===== src/rtl/spq_pkg.sv =====
`default_nettype none

package spq_pkg;

    localparam int CAPACITY_DEF = 16;
    localparam int VALUE_W      = 32;
    localparam int PRIO_W       = 8;
    localparam int STATUS_W     = 2;
    localparam int FILL_W       = 5;

    localparam logic [STATUS_W-1:0] ST_DONE      = 2'd0;
    localparam logic [STATUS_W-1:0] ST_UNDERFLOW = 2'd1;
    localparam logic [STATUS_W-1:0] ST_OVERFLOW  = 2'd2;

    localparam logic MODE_INSERT = 1'b0;
    localparam logic MODE_REMOVE = 1'b1;

    typedef struct packed {
        logic                      valid;
        logic signed [VALUE_W-1:0] value;
        logic [PRIO_W-1:0]         prio;
    } entry_t;

    typedef struct packed {
        logic                      ins;
        logic                      rem;
        logic signed [VALUE_W-1:0] value;
        logic [PRIO_W-1:0]         prio;
    } cmd_t;

endpackage

`default_nettype wire


===== src/rtl/spq_cell.sv =====
`default_nettype none

module spq_cell (
    input  wire logic            aclk,
    input  wire logic            aresetn,
    input  wire spq_pkg::cmd_t   cmd,
    input  wire spq_pkg::entry_t left_entry,
    input  wire logic            left_stay,
    input  wire spq_pkg::entry_t right_entry,
    output spq_pkg::entry_t      entry,
    output logic                 stay
);
    import spq_pkg::*;

    logic                      valid_reg, valid_next;
    logic signed [VALUE_W-1:0] value_reg, value_next;
    logic [PRIO_W-1:0]         prio_reg, prio_next;

    // entry holds its place on insert when it sorts at or before the new one
    assign stay = valid_reg && (prio_reg <= cmd.prio);

    always_comb begin
        valid_next = valid_reg;
        value_next = value_reg;
        prio_next  = prio_reg;
        if (cmd.ins) begin
            valid_next = valid_reg || left_stay || left_entry.valid;
            if (!stay) begin
                if (left_stay) begin
                    value_next = cmd.value;
                    prio_next  = cmd.prio;
                end else begin
                    value_next = left_entry.value;
                    prio_next  = left_entry.prio;
                end
            end
        end else if (cmd.rem) begin
            valid_next = right_entry.valid;
            value_next = right_entry.value;
            prio_next  = right_entry.prio;
        end
    end

    always_ff @(posedge aclk) begin
        if (!aresetn) begin
            valid_reg <= 1'b0;
        end else begin
            valid_reg <= valid_next;
        end
    end

    always_ff @(posedge aclk) begin
        value_reg <= value_next;
        prio_reg  <= prio_next;
    end

    assign entry = '{valid: valid_reg, value: value_reg, prio: prio_reg};

endmodule

`default_nettype wire


===== src/rtl/sorted_priority_queue.sv =====
// sorted priority queue, smallest priority number served first, ties in
// arrival order. held as a row of cells, each with one entry, that
// shift right on insert and left on remove, all cells updating together.
// input beats on the s_ channel: s_tuser is the mode (0 insert, 1 remove),
// s_tdata carries value and priority. every input beat yields exactly
// one output beat on the m_ channel, with status in m_tuser (0 done,
// 1 underflow, 2 overflow) and value, priority and fill count in m_tdata.
// the result beat is registered and presented the cycle after the input
// beat is taken. one beat per cycle while the receiver keeps taking
// results, set by the cell update and the one-entry output register.
// when the receiver stalls, the output register holds its beat and
// s_tready drops until that beat is taken; nothing is lost or repeated.
// reset (aresetn low, synchronous) empties the queue at once and clears
// the output valid; no clearing pass is needed.
// an insert into a full queue is refused, a remove from an empty queue
// returns zero value and priority.
`default_nettype none

module sorted_priority_queue #(
    parameter int CAPACITY = spq_pkg::CAPACITY_DEF
) (
    input  wire logic        aclk,
    input  wire logic        aresetn,
    input  wire logic        s_tvalid,
    output logic             s_tready,
    input  wire logic [39:0] s_tdata,   // item_value[31:0], item_priority[39:32]
    input  wire logic        s_tuser,   // mode
    output logic             m_tvalid,
    input  wire logic        m_tready,
    output logic [47:0]      m_tdata,   // out_value[31:0], out_priority[39:32],
                                        // fill_count[44:40], zero pad
    output logic [1:0]       m_tuser    // status
);
    import spq_pkg::*;

    localparam int CNT_W = $clog2(CAPACITY + 1);

    entry_t cell_entry [CAPACITY];
    logic   cell_stay  [CAPACITY];
    entry_t empty_entry;
    cmd_t   cmd;

    logic accept, full, empty, do_ins, do_rem;

    logic [CNT_W-1:0]          count_reg, count_next;
    logic                      out_valid_reg;
    logic signed [VALUE_W-1:0] out_value_reg, out_value_next;
    logic [PRIO_W-1:0]         out_prio_reg, out_prio_next;
    logic [STATUS_W-1:0]       status_reg, status_next;

    assign s_tready = !out_valid_reg || m_tready;
    assign accept   = s_tvalid && s_tready;
    assign full     = cell_entry[CAPACITY-1].valid;
    assign empty    = !cell_entry[0].valid;
    assign do_ins   = accept && (s_tuser == MODE_INSERT) && !full;
    assign do_rem   = accept && (s_tuser == MODE_REMOVE) && !empty;

    assign empty_entry = '{valid: 1'b0, value: '0, prio: '0};
    assign cmd = '{ins: do_ins, rem: do_rem,
                   value: s_tdata[VALUE_W-1:0],
                   prio: s_tdata[VALUE_W+PRIO_W-1:VALUE_W]};

    for (genvar i = 0; i < CAPACITY; i++) begin : g_cell
        spq_cell u_cell (
            .aclk        (aclk),
            .aresetn     (aresetn),
            .cmd         (cmd),
            .left_entry  ((i == 0) ? empty_entry : cell_entry[(i == 0) ? 0 : i-1]),
            .left_stay   ((i == 0) ? 1'b1 : cell_stay[(i == 0) ? 0 : i-1]),
            .right_entry ((i == CAPACITY-1) ? empty_entry
                          : cell_entry[(i == CAPACITY-1) ? i : i+1]),
            .entry       (cell_entry[i]),
            .stay        (cell_stay[i])
        );
    end

    always_comb begin
        count_next     = count_reg;
        out_value_next = '0;
        out_prio_next  = '0;
        status_next    = ST_DONE;
        if (s_tuser == MODE_INSERT) begin
            if (full) begin
                status_next = ST_OVERFLOW;
            end else begin
                count_next = count_reg + CNT_W'(1);
            end
        end else begin
            if (empty) begin
                status_next = ST_UNDERFLOW;
            end else begin
                count_next     = count_reg - CNT_W'(1);
                out_value_next = cell_entry[0].value;
                out_prio_next  = cell_entry[0].prio;
            end
        end
    end

    always_ff @(posedge aclk) begin
        if (!aresetn) begin
            count_reg     <= '0;
            out_valid_reg <= 1'b0;
        end else begin
            if (accept) begin
                count_reg     <= count_next;
                out_valid_reg <= 1'b1;
            end else if (m_tready) begin
                out_valid_reg <= 1'b0;
            end
        end
    end

    always_ff @(posedge aclk) begin
        if (accept) begin
            out_value_reg <= out_value_next;
            out_prio_reg  <= out_prio_next;
            status_reg    <= status_next;
        end
    end

    assign m_tvalid = out_valid_reg;
    assign m_tuser  = status_reg;
    assign m_tdata  = {3'b000, FILL_W'(count_reg), out_prio_reg, out_value_reg};

endmodule

`default_nettype wire


===== config.mk =====
export PLATFORM = sky130hd
export DESIGN_NAME = sorted_priority_queue
export DESIGN_NICKNAME = d
export VERILOG_FILES = /design/src/rtl/spq_pkg.sv /design/src/rtl/spq_cell.sv /design/src/rtl/sorted_priority_queue.sv
export SDC_FILE = /design/constraint.sdc
export NUM_CORES = 2
export LEC_CHECK = 0
export BUFFER_PORTS_ARGS = -buffer_cell sky130_fd_sc_hd__buf_2
export CAP_MARGIN = 10
export CORE_UTILIZATION = 45
export DETAILED_ROUTE_END_ITERATION = 7
export GPL_TIMING_DRIVEN = 1
export MAX_ROUTING_LAYER = met4
export PLACE_DENSITY = 0.71
export SKIP_LAST_GASP = 1
export SLEW_MARGIN = 20
export SYNTH_ARGS = -nofsm -noshare
export SYNTH_HDL_FRONTEND = slang
export SYNTH_SLANG_ARGS = --single-unit

===== constraint.sdc =====
create_clock -name aclk -period 5.55 [get_ports aclk]
set_input_delay 0.555 -clock aclk [delete_from_list [all_inputs] [get_ports aclk]]
set_output_delay 0.555 -clock aclk [all_outputs]
set_load 0.02 [all_outputs]

==> results_dict.tcl <==
set metrics [dict create \
    rr_worst_depth 5 \
    slowest_stage "nor2b_2" \
    max_slew_margin_pct 25.1 \
    placed_area_um2 42600 \
    hold_depth 3 \
    hold_slack_ns 0.260 \
    coreArea_um2 90600 \
    yosys_warnings 0 \
    r2r-end "g_cell[1].u_cell.prio_reg[0]" \
    max_stage_delay_ns 0.77 \
    drt-initial-drc-count 7708 \
    hold_viol 0 \
    num-fill-cells 8235 \
    synth-seq-cells 704 \
    grt_max_degree 222 \
    dp_hpwl_um 108000 \
    synthCells 4241 \
    fp-row-count 110 \
    max_cap_violations 0 \
    status "finished, final reports clean" \
    fmax_ghz 0.277 \
    hold_end "m_tvalid" \
    min_from "s_tvalid" \
    cts-root-buf "clkbuf_16" \
    antenna_found_initial 3 \
    async_flop_share_pct 0 \
    synth.distinct_cells 43 \
    skew_ns 0.0320 \
    die_w_um 305 \
    clk-insertion-delay-late_ns 0.65 \
    cp_top_family "buffers and inverters" \
    ant_nets 0 \
    cts_setup_buffers 0 \
    dp_slack_ns 1.47 \
    crit_required_ns 5.81 \
    rrSetupSlack_ns 2.22 \
    grt_util_all_layers_pct 36.0 \
    drv_slew 0 \
    setup_tns_ns 0 \
    start_kind "primary input" \
    grt_pass1_vias 35500 \
    total_leakage_power_nw 14.4 \
    finalNetCount 4147 \
    route.detailed.drc 0 \
    cts_made_buffers 79 \
    cts_tree "built" \
    worst_pin_slew_ns 1.11 \
    clkTransAtPathRegs_ns 0.06 \
    endpoint_kind "flop" \
    vias 39000 \
    crit_arrival_ns 3.88 \
    cts_hold_buf 0 \
    multi_input_area_um2 18400 \
    p_per_area_nw_per_um2 321 \
    drtPass1Iterations 7 \
    synthFlopType "edfxtp_1" \
    viasPerCell 7.45 \
    total_power_mw 14.5 \
    ys_seq_area_share_pct 50.6 \
    dieArea_um2 93100 \
    htree_num_levels 3 \
    min_path_type "primary input to flop" \
    crit_path_cell_trace "buf_2 -> inv_1 -> ha_1 -> nand4_1 -> nor2_1 -> nor2b_2 -> nor3_1 -> o21ai_4 -> buf_4" \
    worstSetupPathDepth 9 \
    largest_reg_flops 512 \
    post_cts_resized 0 \
    initial_core_util_pct 45.7 \
    synth-edff-count 682 \
    grt_pass1_wl_um 243000 \
    port-buffer-count 93 \
    syn_avg_cell_area_um2 9.75 \
    fin_crit_ns 3.61 \
    netlist_area_um2 41400 \
    ir_worst_vdd_uv 239 \
    register_area_um2 20900 \
    r2r-start "g_cell[0].u_cell.valid_reg" \
    wire_per_inst_um 32.3 \
    die_h_um 305 \
    gp_congestion 1.00 \
    crit_type "primary input to flop" \
    wl_um 169000 \
    drive_gt1_share_pct 9.90 \
    period_share_pct 65.1 \
    path_max_fanout 40 \
    rsz0062_at_grt "no" \
    clock-sinks 704 \
    cp_num_buf_inv 3 \
    fin_ws_ns 1.94 \
    setup_viol 0 \
    overflow 0 \
    io_pins 97 \
    syn2layout_area_growth_pct 9.03 \
    postLayoutCellArea_um2 45100 \
    clockBufferDepth 3 \
]
[Yosys cell counts, types with 41 or more instances]
cell type / count / area [µm²]
buf_2: 96 / 480
edfxtp_1: 682 / 20500
clkbuf_1: 457 / 1720
a31oi_1: 560 / 3500
nand4_1: 590 / 3690
nor2_1: 577 / 2170
o21ai_0: 48 / 240
nand2_1: 179 / 672
a21oi_1: 72 / 360
ha_1: 123 / 1540
and3_1: 41 / 257
o31ai_1: 562 / 4220
[worst max-delay path by stage]
| stage | start | slack [ns] | endpoint |
|---|---|---|---|
| 2_1_floorplan | s_tdata[33] | 0.64 | g_cell[12].u_cell.prio_reg[0] |
| 3_3_place_gp | s_tdata[36] | 1.49 | g_cell[1].u_cell.value_reg[7] |
| 3_5_place_dp | s_tdata[36] | 1.47 | g_cell[1].u_cell.prio_reg[4] |
| 4_1_cts | s_tdata[36] | 2.13 | g_cell[1].u_cell.value_reg[4] |
| 5_1_grt | s_tdata[36] | 1.90 | g_cell[4].u_cell.value_reg[20] |
| 6_report | s_tdata[36] | 1.94 | g_cell[1].u_cell.value_reg[4] |
[stage by stage]
step           std cells  utilization, %
2_1_floorplan       4243               -
4_1_cts             5215            49.7
5_1_grt             5219            49.8
6_report            5227            49.8
3_5_place_dp        5073            47.0
3_3_place_gp        5073            47.0
[power by group]
part,internal (mW),total [mW],switching (mW)
Clock,2.99,5.28,2.29
Combinational,0.640,2.52,1.88
Sequential,6.34,6.68,0.344
[kinds of logic (layout without fill, tap and decap cells)]
logic type | Yosys count | count (layout) | synth area share [%]
DFF | 704 | 704 | 50.6
buffers and inverters | 618 | 414 | 5.95
AOI/OAI and AO/OA | 1310 | 1310 | 21.4
and+or+nand+nor | 1441 | 1441 | 17.2
other | 1 | 15 | 0.00907
muxes | 40 | 40 | 0.968
xor gates and xnor gates | 3 | 3 | 0.0636
adders and majority gates | 124 | 124 | 3.77
[layer usage]
| layer | vias up | global-route usage, % | wire, µm |
|---|---|---|---|
| met5 | - | - | 0 |
| met4 | 0 | 23.8 | 13300 |
| met3 | 701 | 12.8 | 26700 |
| met2 | 3461 | 48.6 | 69800 |
| met1 | 18400 | 45.2 | 59200 |
| li1 | 16400 | - | - |
[worst reg2reg max path: stages (launching register included)]
cell	delay, ns
dfxtp_2	0.37
buf_4	0.60
clkinv_1	0.95
buf_4	0.51
o31ai_1	0.51
a31oi_1	0.15
[placed cells by master (no fill, tap or decap), types with 3 or more instances in the layout]
master     count
a211o_1       14
a211oi_4      14
a21boi_0       3
a21oi_1       72
a31oi_1      560
and3_1        40
buf_12        11
buf_2         93
buf_4        125
bufinv_16      6
clkbuf_1      25
clkbuf_16     80
clkbuf_8       4
clkinv_1      17
clkinv_2       8
conb_1         3
dfxtp_1       21
diode_2       12
edfxtp_1     682
ha_1         123
inv_1         36
inv_6          3
mux2i_1       40
nand2_1      179
nand4_1      590
nor2_1       577
nor2b_1       18
nor2b_2       14
nor3_1        15
o211ai_1      14
o21ai_0       34
o21ai_2       14
o21ai_4       14
o31ai_1      562
xnor2_1        3
[cell type report]
class	instances	share of cell area [%]
sequential	704	46.4
multi-input combinational	2921	40.8
clock buffer	109	4.77
timing repair buffer	229	3.60
tap	1176	3.26
clock inverter	33	0.735
inverter	43	0.361
antenna	12	0.0666
Power figures use the tool's default switching activity.
